**src/rtl/dpd_pkg.sv**
```systemverilog
// ----------------------------------------------------------------------------
// dpd_pkg
// Shared types and constants of the debug packet deframer.
// ----------------------------------------------------------------------------
package dpd_pkg;

   // Result kinds.
   localparam logic [2:0] KIND_PAYLOAD  = 3'd0;
   localparam logic [2:0] KIND_GOOD_END = 3'd1;
   localparam logic [2:0] KIND_BAD_END  = 3'd2;
   localparam logic [2:0] KIND_OVERFLOW = 3'd3;
   localparam logic [2:0] KIND_BREAK    = 3'd4;

   // Framing bytes.
   localparam logic [7:0] START_MARK = 8'h24;
   localparam logic [7:0] END_MARK   = 8'h23;
   localparam logic [7:0] BREAK_BYTE = 8'h03;

   localparam int unsigned LIMIT_W     = 9;
   localparam logic [8:0]  LIMIT_RESET = 9'd256;

   // One result as it leaves the framing logic.
   typedef struct packed {
      logic       valid;
      logic [2:0] kind;
      logic [7:0] data;
      logic [7:0] computed_sum;
      logic       last;
      logic       break_flag;
   } result_type;

endpackage

```
**src/rtl/dpd_if.sv**
```systemverilog
// ----------------------------------------------------------------------------
// dpd_if
// Valid/ready channels of the debug packet deframer.
// ----------------------------------------------------------------------------
interface dpd_req_if;
   logic       valid;
   logic       ready;
   logic [7:0] rx_byte;

   modport source (output valid, output rx_byte, input ready);
   modport sink (input valid, input rx_byte, output ready);
endinterface

interface dpd_rsp_if;
   logic       valid;
   logic       ready;
   logic [2:0] kind;
   logic [7:0] data;
   logic [7:0] computed_sum;
   logic       last;
   logic       break_flag;

   modport source (output valid, output kind, output data, output computed_sum,
                   output last, output break_flag, input ready);
   modport sink (input valid, input kind, input data, input computed_sum,
                 input last, input break_flag, output ready);
endinterface

```
**src/rtl/dpd_frame_fsm.sv**
```systemverilog
// ----------------------------------------------------------------------------
// dpd_frame_fsm
// Packet framing state and the per-byte result logic.
// ----------------------------------------------------------------------------
module dpd_frame_fsm #(
   parameter int unsigned MAX_PAYLOAD = 256
) (
   input  logic                clock,
   input  logic                reset,
   input  logic                step,
   input  logic [7:0]          rx_byte,
   input  logic [8:0]          payload_limit,
   output dpd_pkg::result_type result
);
   import dpd_pkg::*;

   localparam int unsigned CNT_W = $clog2(MAX_PAYLOAD + 1);
   localparam int unsigned CMP_W = (CNT_W > LIMIT_W) ? CNT_W : LIMIT_W;

   typedef enum logic [1:0] {
      PH_IDLE,
      PH_PAYLOAD,
      PH_DIGIT1,
      PH_DIGIT2
   } phase_type;

   phase_type        phase_ff, phase_in;
   logic [7:0]       sum_ff, sum_in;
   logic [CNT_W-1:0] count_ff, count_in;
   logic [3:0]       nibble_ff, nibble_in;
   logic             digit_err_ff, digit_err_in;

   logic [CMP_W-1:0] limit_ext;
   logic [CMP_W-1:0] max_ext;
   logic [CMP_W-1:0] eff_limit;
   logic [4:0]       hex;
   logic [7:0]       rx_sum;

   // Returns {is_hex, value}; a non-hex byte has value zero.
   function automatic logic [4:0] hex_decode(input logic [7:0] b);
      logic [4:0] r;
      r = 5'd0;
      if (b >= 8'h30 && b <= 8'h39) begin
         r = {1'b1, 4'(b - 8'h30)};
      end else if (b >= 8'h41 && b <= 8'h46) begin
         r = {1'b1, 4'(b - 8'h37)};
      end else if (b >= 8'h61 && b <= 8'h66) begin
         r = {1'b1, 4'(b - 8'h57)};
      end
      return r;
   endfunction

   assign limit_ext = CMP_W'(payload_limit);
   assign max_ext   = CMP_W'(MAX_PAYLOAD);
   assign eff_limit = (limit_ext > max_ext) ? max_ext : limit_ext;
   assign hex       = hex_decode(rx_byte);
   assign rx_sum    = {nibble_ff, hex[3:0]};

   always_comb begin
      phase_in     = phase_ff;
      sum_in       = sum_ff;
      count_in     = count_ff;
      nibble_in    = nibble_ff;
      digit_err_in = digit_err_ff;
      result       = '0;
      case (phase_ff)
         PH_IDLE: begin
            if (rx_byte == START_MARK) begin
               phase_in     = PH_PAYLOAD;
               sum_in       = 8'd0;
               count_in     = '0;
               nibble_in    = 4'd0;
               digit_err_in = 1'b0;
            end else if (rx_byte == BREAK_BYTE) begin
               result.valid = 1'b1;
               result.kind  = KIND_BREAK;
               result.data  = rx_byte;
               result.last  = 1'b1;
            end
         end
         PH_PAYLOAD: begin
            if (rx_byte == END_MARK) begin
               phase_in = PH_DIGIT1;
            end else if (CMP_W'(count_ff) >= eff_limit) begin
               result.valid        = 1'b1;
               result.kind         = KIND_OVERFLOW;
               result.data         = rx_byte;
               result.computed_sum = sum_ff;
               result.last         = 1'b1;
               phase_in            = PH_IDLE;
            end else begin
               sum_in              = sum_ff + rx_byte;
               count_in            = count_ff + 1'b1;
               result.valid        = 1'b1;
               result.kind         = KIND_PAYLOAD;
               result.data         = rx_byte;
               result.computed_sum = sum_ff + rx_byte;
               result.break_flag   = (rx_byte == BREAK_BYTE);
            end
         end
         PH_DIGIT1: begin
            if (!hex[4]) begin
               digit_err_in = 1'b1;
            end
            nibble_in = hex[3:0];
            phase_in  = PH_DIGIT2;
         end
         PH_DIGIT2: begin
            result.valid        = 1'b1;
            result.kind         = (hex[4] && !digit_err_ff && rx_sum == sum_ff)
                                  ? KIND_GOOD_END : KIND_BAD_END;
            result.data         = rx_sum;
            result.computed_sum = sum_ff;
            result.last         = 1'b1;
            phase_in            = PH_IDLE;
         end
         default: begin
            phase_in = PH_IDLE;
         end
      endcase
   end

   always_ff @(posedge clock) begin
      if (reset) begin
         phase_ff     <= PH_IDLE;
         sum_ff       <= 8'd0;
         count_ff     <= '0;
         nibble_ff    <= 4'd0;
         digit_err_ff <= 1'b0;
      end else if (step) begin
         phase_ff     <= phase_in;
         sum_ff       <= sum_in;
         count_ff     <= count_in;
         nibble_ff    <= nibble_in;
         digit_err_ff <= digit_err_in;
      end
   end

endmodule

```
**src/rtl/dpd_out_reg.sv**
```systemverilog
// ----------------------------------------------------------------------------
// dpd_out_reg
// Result register that drives the response channel.
// ----------------------------------------------------------------------------
module dpd_out_reg (
   input  logic                clock,
   input  logic                reset,
   input  logic                load_valid,
   input  dpd_pkg::result_type result,
   output logic                can_load,
   dpd_rsp_if.source           rsp_chan
);
   import dpd_pkg::*;

   logic       valid_ff, valid_in;
   result_type data_ff;

   // The register takes a new value whenever it is empty or being drained.
   assign can_load = !valid_ff || rsp_chan.ready;
   assign valid_in = can_load ? (load_valid && result.valid) : valid_ff;

   always_ff @(posedge clock) begin
      if (reset) begin
         valid_ff <= 1'b0;
      end else begin
         valid_ff <= valid_in;
      end
      if (can_load) begin
         data_ff <= result;
      end
   end

   assign rsp_chan.valid        = valid_ff;
   assign rsp_chan.kind         = data_ff.kind;
   assign rsp_chan.data         = data_ff.data;
   assign rsp_chan.computed_sum = data_ff.computed_sum;
   assign rsp_chan.last         = data_ff.last;
   assign rsp_chan.break_flag   = data_ff.break_flag;

endmodule

```
**src/rtl/debug_packet_deframer.sv**
```systemverilog
// ----------------------------------------------------------------------------
// debug_packet_deframer
// Frames $payload#hh debugger packets from a byte stream, one byte a clock unless stalled.
// ----------------------------------------------------------------------------
//  Channel   Direction  Payload                                   Handshake
//  req_chan  in         rx_byte                                   valid/ready
//  rsp_chan  out        kind, data, computed_sum, last, break_flag valid/ready
//  csr       in         payload_limit (csr_wdata)                 csr_we
//
// One byte is accepted every clock while the response channel is not stalled;
// its result passes through the input register and then the result register
// before it is presented on rsp_chan.
// Throughput is set by the single framing update per byte in dpd_frame_fsm.
// A stalled response holds the result register and then the input register;
// req_chan.ready drops only when both are full.
// Reset is synchronous and active high; payload_limit resets to 256.
// ----------------------------------------------------------------------------
module debug_packet_deframer #(
   parameter int unsigned MAX_PAYLOAD = 256
) (
   input  logic        clock,
   input  logic        reset,
   input  logic        csr_we,
   input  logic [8:0]  csr_wdata,
   dpd_req_if.sink     req_chan,
   dpd_rsp_if.source   rsp_chan
);
   import dpd_pkg::*;

   logic [8:0] limit_ff;
   logic       in_valid_ff, in_valid_in;
   logic [7:0] in_byte_ff;
   logic       can_load;
   logic       step;
   result_type result;

   assign step          = in_valid_ff && can_load;
   assign req_chan.ready = !in_valid_ff || can_load;
   assign in_valid_in   = req_chan.ready ? req_chan.valid : in_valid_ff;

   always_ff @(posedge clock) begin
      if (reset) begin
         limit_ff    <= LIMIT_RESET;
         in_valid_ff <= 1'b0;
      end else begin
         in_valid_ff <= in_valid_in;
         if (csr_we) begin
            limit_ff <= csr_wdata;
         end
      end
      if (req_chan.ready) begin
         in_byte_ff <= req_chan.rx_byte;
      end
   end

   dpd_frame_fsm #(
      .MAX_PAYLOAD (MAX_PAYLOAD)
   ) u_fsm (
      .clock         (clock),
      .reset         (reset),
      .step          (step),
      .rx_byte       (in_byte_ff),
      .payload_limit (limit_ff),
      .result        (result)
   );

   dpd_out_reg u_out (
      .clock      (clock),
      .reset      (reset),
      .load_valid (in_valid_ff),
      .result     (result),
      .can_load   (can_load),
      .rsp_chan   (rsp_chan)
   );

endmodule

```
**src/flat_wrapper.sv**
```systemverilog
// flat-port wrapper written by rule: the top's interface ports become plain ports
module debug_packet_deframer_flat import dpd_pkg::*;
#(
   parameter int unsigned MAX_PAYLOAD = 256
)
  (clock, reset, csr_we, csr_wdata, req_chan_valid, req_chan_rx_byte, req_chan_ready, rsp_chan_valid, rsp_chan_kind, rsp_chan_data, rsp_chan_computed_sum, rsp_chan_last, rsp_chan_break_flag, rsp_chan_ready);
  dpd_req_if req_chan_i ();
  dpd_rsp_if rsp_chan_i ();
  input  logic clock;
  input  logic reset;
  input  logic csr_we;
  input  logic [8:0] csr_wdata;
  input wire logic [$bits(req_chan_i.valid)-1:0] req_chan_valid;
  input wire logic [$bits(req_chan_i.rx_byte)-1:0] req_chan_rx_byte;
  output wire logic [$bits(req_chan_i.ready)-1:0] req_chan_ready;
  output wire logic [$bits(rsp_chan_i.valid)-1:0] rsp_chan_valid;
  output wire logic [$bits(rsp_chan_i.kind)-1:0] rsp_chan_kind;
  output wire logic [$bits(rsp_chan_i.data)-1:0] rsp_chan_data;
  output wire logic [$bits(rsp_chan_i.computed_sum)-1:0] rsp_chan_computed_sum;
  output wire logic [$bits(rsp_chan_i.last)-1:0] rsp_chan_last;
  output wire logic [$bits(rsp_chan_i.break_flag)-1:0] rsp_chan_break_flag;
  input wire logic [$bits(rsp_chan_i.ready)-1:0] rsp_chan_ready;
  assign req_chan_i.valid = req_chan_valid;
  assign req_chan_i.rx_byte = req_chan_rx_byte;
  assign req_chan_ready = req_chan_i.ready;
  assign rsp_chan_valid = rsp_chan_i.valid;
  assign rsp_chan_kind = rsp_chan_i.kind;
  assign rsp_chan_data = rsp_chan_i.data;
  assign rsp_chan_computed_sum = rsp_chan_i.computed_sum;
  assign rsp_chan_last = rsp_chan_i.last;
  assign rsp_chan_break_flag = rsp_chan_i.break_flag;
  assign rsp_chan_i.ready = rsp_chan_ready;
  debug_packet_deframer #(.MAX_PAYLOAD(MAX_PAYLOAD)) u_core (.clock(clock), .reset(reset), .csr_we(csr_we), .csr_wdata(csr_wdata), .req_chan(req_chan_i), .rsp_chan(rsp_chan_i));
endmodule
```
**config.mk**
```make
export PLATFORM = sky130hd
export DESIGN_NAME = debug_packet_deframer_flat
export DESIGN_NICKNAME = d
export VERILOG_FILES = /design/src/rtl/dpd_pkg.sv /design/src/rtl/dpd_if.sv /design/src/rtl/dpd_frame_fsm.sv /design/src/rtl/dpd_out_reg.sv /design/src/rtl/debug_packet_deframer.sv /design/src/flat_wrapper.sv
export SDC_FILE = /design/constraint.sdc
export NUM_CORES = 1
export LEC_CHECK = 0
export BUFFER_PORTS_ARGS = -buffer_cell sky130_fd_sc_hd__buf_2
export CORE_MARGIN = 10
export CORE_UTILIZATION = 52
export DETAILED_ROUTE_END_ITERATION = 7
export HOLD_SLACK_MARGIN = 0.15
export PLACE_DENSITY_LB_ADDON = 0.15
export SLEW_MARGIN = 20
export SYNTH_ARGS = -nofsm -noshare
export SYNTH_HDL_FRONTEND = slang
export SYNTH_HIERARCHICAL = 1
export SYNTH_SLANG_ARGS = --single-unit
```
**constraint.sdc**
```tcl
create_clock -name clock -period 2.6 [get_ports clock]
set_clock_uncertainty 0.1 [all_clocks]
set_input_delay 0.26 -clock clock [delete_from_list [all_inputs] [get_ports clock]]
set_output_delay 0.26 -clock clock [all_outputs]
set_load 0.01 [all_outputs]
```
==> summary.txt <==
Post-Place Cells = 483
status = complete, no violations
clk_lat worst skew = 0.34 ns
Worst EP required = 2.59 ns
register area = 1570 sq um
Top Family by Delay on Critical Path = compound AO/OA/AOI/OAI gates
fillers = 488
Worst slew margin = 63.1%
Power Total = 1980 uW
Setup CP Type = reg2reg
post-synthesis sequential area ratio = 46.5%
hold crit path type = in2reg
Syn Area/Cell = 9.69 sq um
worst-path cell chain = buf_6 > inv_2 > ha_2 > o21bai_1 > a21oi_1 > buf_4 > o21ai_0 > nor3_1 > nand3_1 > a32o_1
fin crit share = 97.9%
Async S/R FF share, synth = 0%
Clock power frac = 36.4%
CTS Buffer Depth = 2
Flop pwr share = 54.6%
die area = 10100 sq um
via count = 2991
final wirelength = 8910 um
dpl hpwl = 6090 um
Place WS = -0.0467 ns
Starting Density = 53.3%
H-tree Lvls = 3
Hold WS = 0.255 ns
Final Setup Violations = 0
grt ovf = 0
# diodes = 0
area post-placement = 3820 sq um
EDFF count, synth = 29
Critical Path AT = 2.53 ns
initial antenna violation count = 0
final worst setup slack = 0.0549 ns
post-route ant nets = 0
Clock Sinks = 64
delay of the slowest critical-path stage = 0.43 ns
Pwr Density = 456 nW/um^2
Cells after Synth = 349
share of layout cells above drive strength 1 = 27.5%
Nets = 486
post-route cell area = 4340 sq um
Yosys reg bits = 64
final hold violation count = 0
max-slew violations = 0
GRT Total Usage = 16.8%
Final min period = 2.55 ns
post-synth top area share = 25.7%
die width = 101 um
maximum VDD drop = 391 uV
number of global-route vias before repair = 2785
top post-synthesis cells by area = edfxtp_1 (26%), dfxtp_1 (21%), ha_1 (7.4%)
CORE AREA = 6350 sq um
fin cells = 525
Clock Root Buffer = clkbuf_8
worst slew pin tran = 0.554 ns
DR WL/cell = 17.0 um
cts bufs inserted = 9
1st-iter DRT viols = 182
largest net degree at the start of global routing = 29
area leader, netlist = edfxtp_1
sw frac = 24.4%
RSZ-0062 raised after global routing = true
vias per cell = 5.70
Die Y = 101 um
Placer Congestion = 0.941
yosys warns = 6
Pint = 1500 uW
synthesized cell area = 3380 sq um
area growth from synthesis to layout = 28.2%
row count = 29
TritonRoute pass-1 iters = 5
IO buf count = 44
io pins = 45
first-pass GRT wire length = 13500 um
Yosys cell types = 55
P_leak = 0.00184 uW
area occupied by multi-input gates = 1810 sq um
Sw Pwr = 483 uW
syn nets = 392
Most used DFF post-synth = dfxtp_1
max cap viols = 0
CP Capture Type = flip-flop
worst path bufs/invs = 3
TritonCTS clock tree = built
Critical Path Start Type = flip-flop
DRC = 0
CP Max Fanout = 7
fmax = 0.393 GHz
Logic pwr share = 9.1%
slowest CP cell = edfxtp_1
Worst-path clk slew = 0.07 ns
stage by stage:
stage	setup TNS, ns	util, %
finish	0	68.3
global route	-0.297	68.3
CTS	0	65.9
detailed placement	-0.136	60.2
global placement	-0.00434	60.2
floorplan	0	-
worst reg2reg max path: stages (launching register included):
cell,delay (ns)
edfxtp_1,0.43
buf_6,0.17
inv_2,0.06
ha_2,0.18
o21bai_1,0.09
a21oi_1,0.38
buf_4,0.21
o21ai_0,0.07
nor3_1,0.19
nand3_1,0.15
a32o_1,0.26
worst paths after layout:
| check | startpoint | to | slack (ns) | cells after the start |
|---|---|---|---|---|
| max | u_core/in_byte_ff[0] | u_core/u_out/rsp_chan.kind[1] | 0.05 | 10 |
| min | csr_we | u_core/limit_ff[8] | 0.26 | 3 |
| max reg2reg | u_core/in_byte_ff[0] | u_core/u_out/rsp_chan.kind[1] | 0.05 | 10 |
| min reg2reg | u_core/u_fsm/digit_err_ff | u_core/u_fsm/digit_err_ff | 0.38 | 2 |
cell usage in the layout, fill, tap and decap left out, drive strengths merged, types with 14 or more instances in the layout:
cell	instances
buf	77
dfxtp	35
nor2	35
a21oi	35
nand2	31
edfxtp	29
ha	20
nand3	19
dlygate4sd3	18
o21ai	15
inv	14
power by group through the flow:
stage,registers [uW],clock network (uW),logic [uW]
3_3_place_gp,1100,0,137
3_5_place_dp,1100,0,140
6_report,1080,720,180
5_1_grt,1080,771,196
4_1_cts,1080,725,162
2_1_floorplan,1100,0,86.6
synthesized netlist by cell type, types with 5 or more instances:
| cell | n |
|---|---|
| nor3_1 | 6 |
| nor2_1 | 34 |
| nand2_1 | 31 |
| inv_1 | 12 |
| ha_1 | 20 |
| xor2_1 | 5 |
| a21oi_1 | 32 |
| edfxtp_1 | 29 |
| nand3_1 | 18 |
| nor2b_1 | 5 |
| or3_1 | 8 |
| clkbuf_1 | 7 |
| a22o_1 | 7 |
| nand4_1 | 5 |
| a21o_1 | 5 |
| dfxtp_1 | 35 |
| xnor2_1 | 10 |
| o21ai_0 | 14 |
| mux2i_1 | 12 |
sequential cells by signal, summed over array words and instances, names as in the netlist, named ones only:
| signal | flops |
|---|---|
| u_core/u_fsm/sum_ff | 8 |
| u_core/u_out/rsp_chan.kind | 3 |
| u_core/u_fsm/phase_ff | 1 |
| u_core/u_out/rsp_chan.last | 1 |
| u_core/in_byte_ff | 8 |
| u_core/u_out/rsp_chan.break_flag | 1 |
| u_core/u_fsm/nibble_ff | 4 |
| u_core/u_out/rsp_chan.data | 8 |
| u_core/u_out/rsp_chan.valid | 1 |
| u_core/u_out/rsp_chan.computed_sum | 8 |
| u_core/u_fsm/count_ff | 9 |
| u_core/in_valid_ff | 1 |
| u_core/u_fsm/digit_err_ff | 1 |
| u_core/limit_ff | 9 |
cell type report:
| class | instances | share of cell area (%) |
|---|---|---|
| Inverter | 13 | 1.18 |
| Tap cell | 77 | 2.22 |
| Clock inverter | 4 | 0.491 |
| Multi-Input combinational cell | 260 | 41.7 |
| Sequential cell | 64 | 36.3 |
| Timing Repair Buffer | 95 | 15.0 |
| Clock buffer | 12 | 3.12 |
cell families after synthesis:
group / count (synthesis) / synth area share [%]
AND/OR/NAND/NOR: 131 / 19.3
AO/OA/AOI/OAI: 80 / 15.3
flip-flops: 64 / 46.5
buffers and inverters: 26 / 3.51
adder cells (fa/ha/maj): 21 / 7.99
XOR/XNOR: 15 / 3.88
multiplexers: 12 / 3.55
per-layer routing:
layer,up-vias,track usage (%),wire length (um)
met5,-,0,0
met4,0,6.63,159
met2,145,25.5,4120
met1,1376,22.2,3870
li1,1457,-,-
met3,13,4.53,751
repair_timing:
action	in CTS	in global routing
cloned	0	1
hold endpoints to repair	18	0
resized for setup	6	20
setup endpoints to repair	16	28
pin swaps	1	13
hold buffers	18	0
setup buffers	0	7
Note: power is estimated with default switching activity, not from simulation.
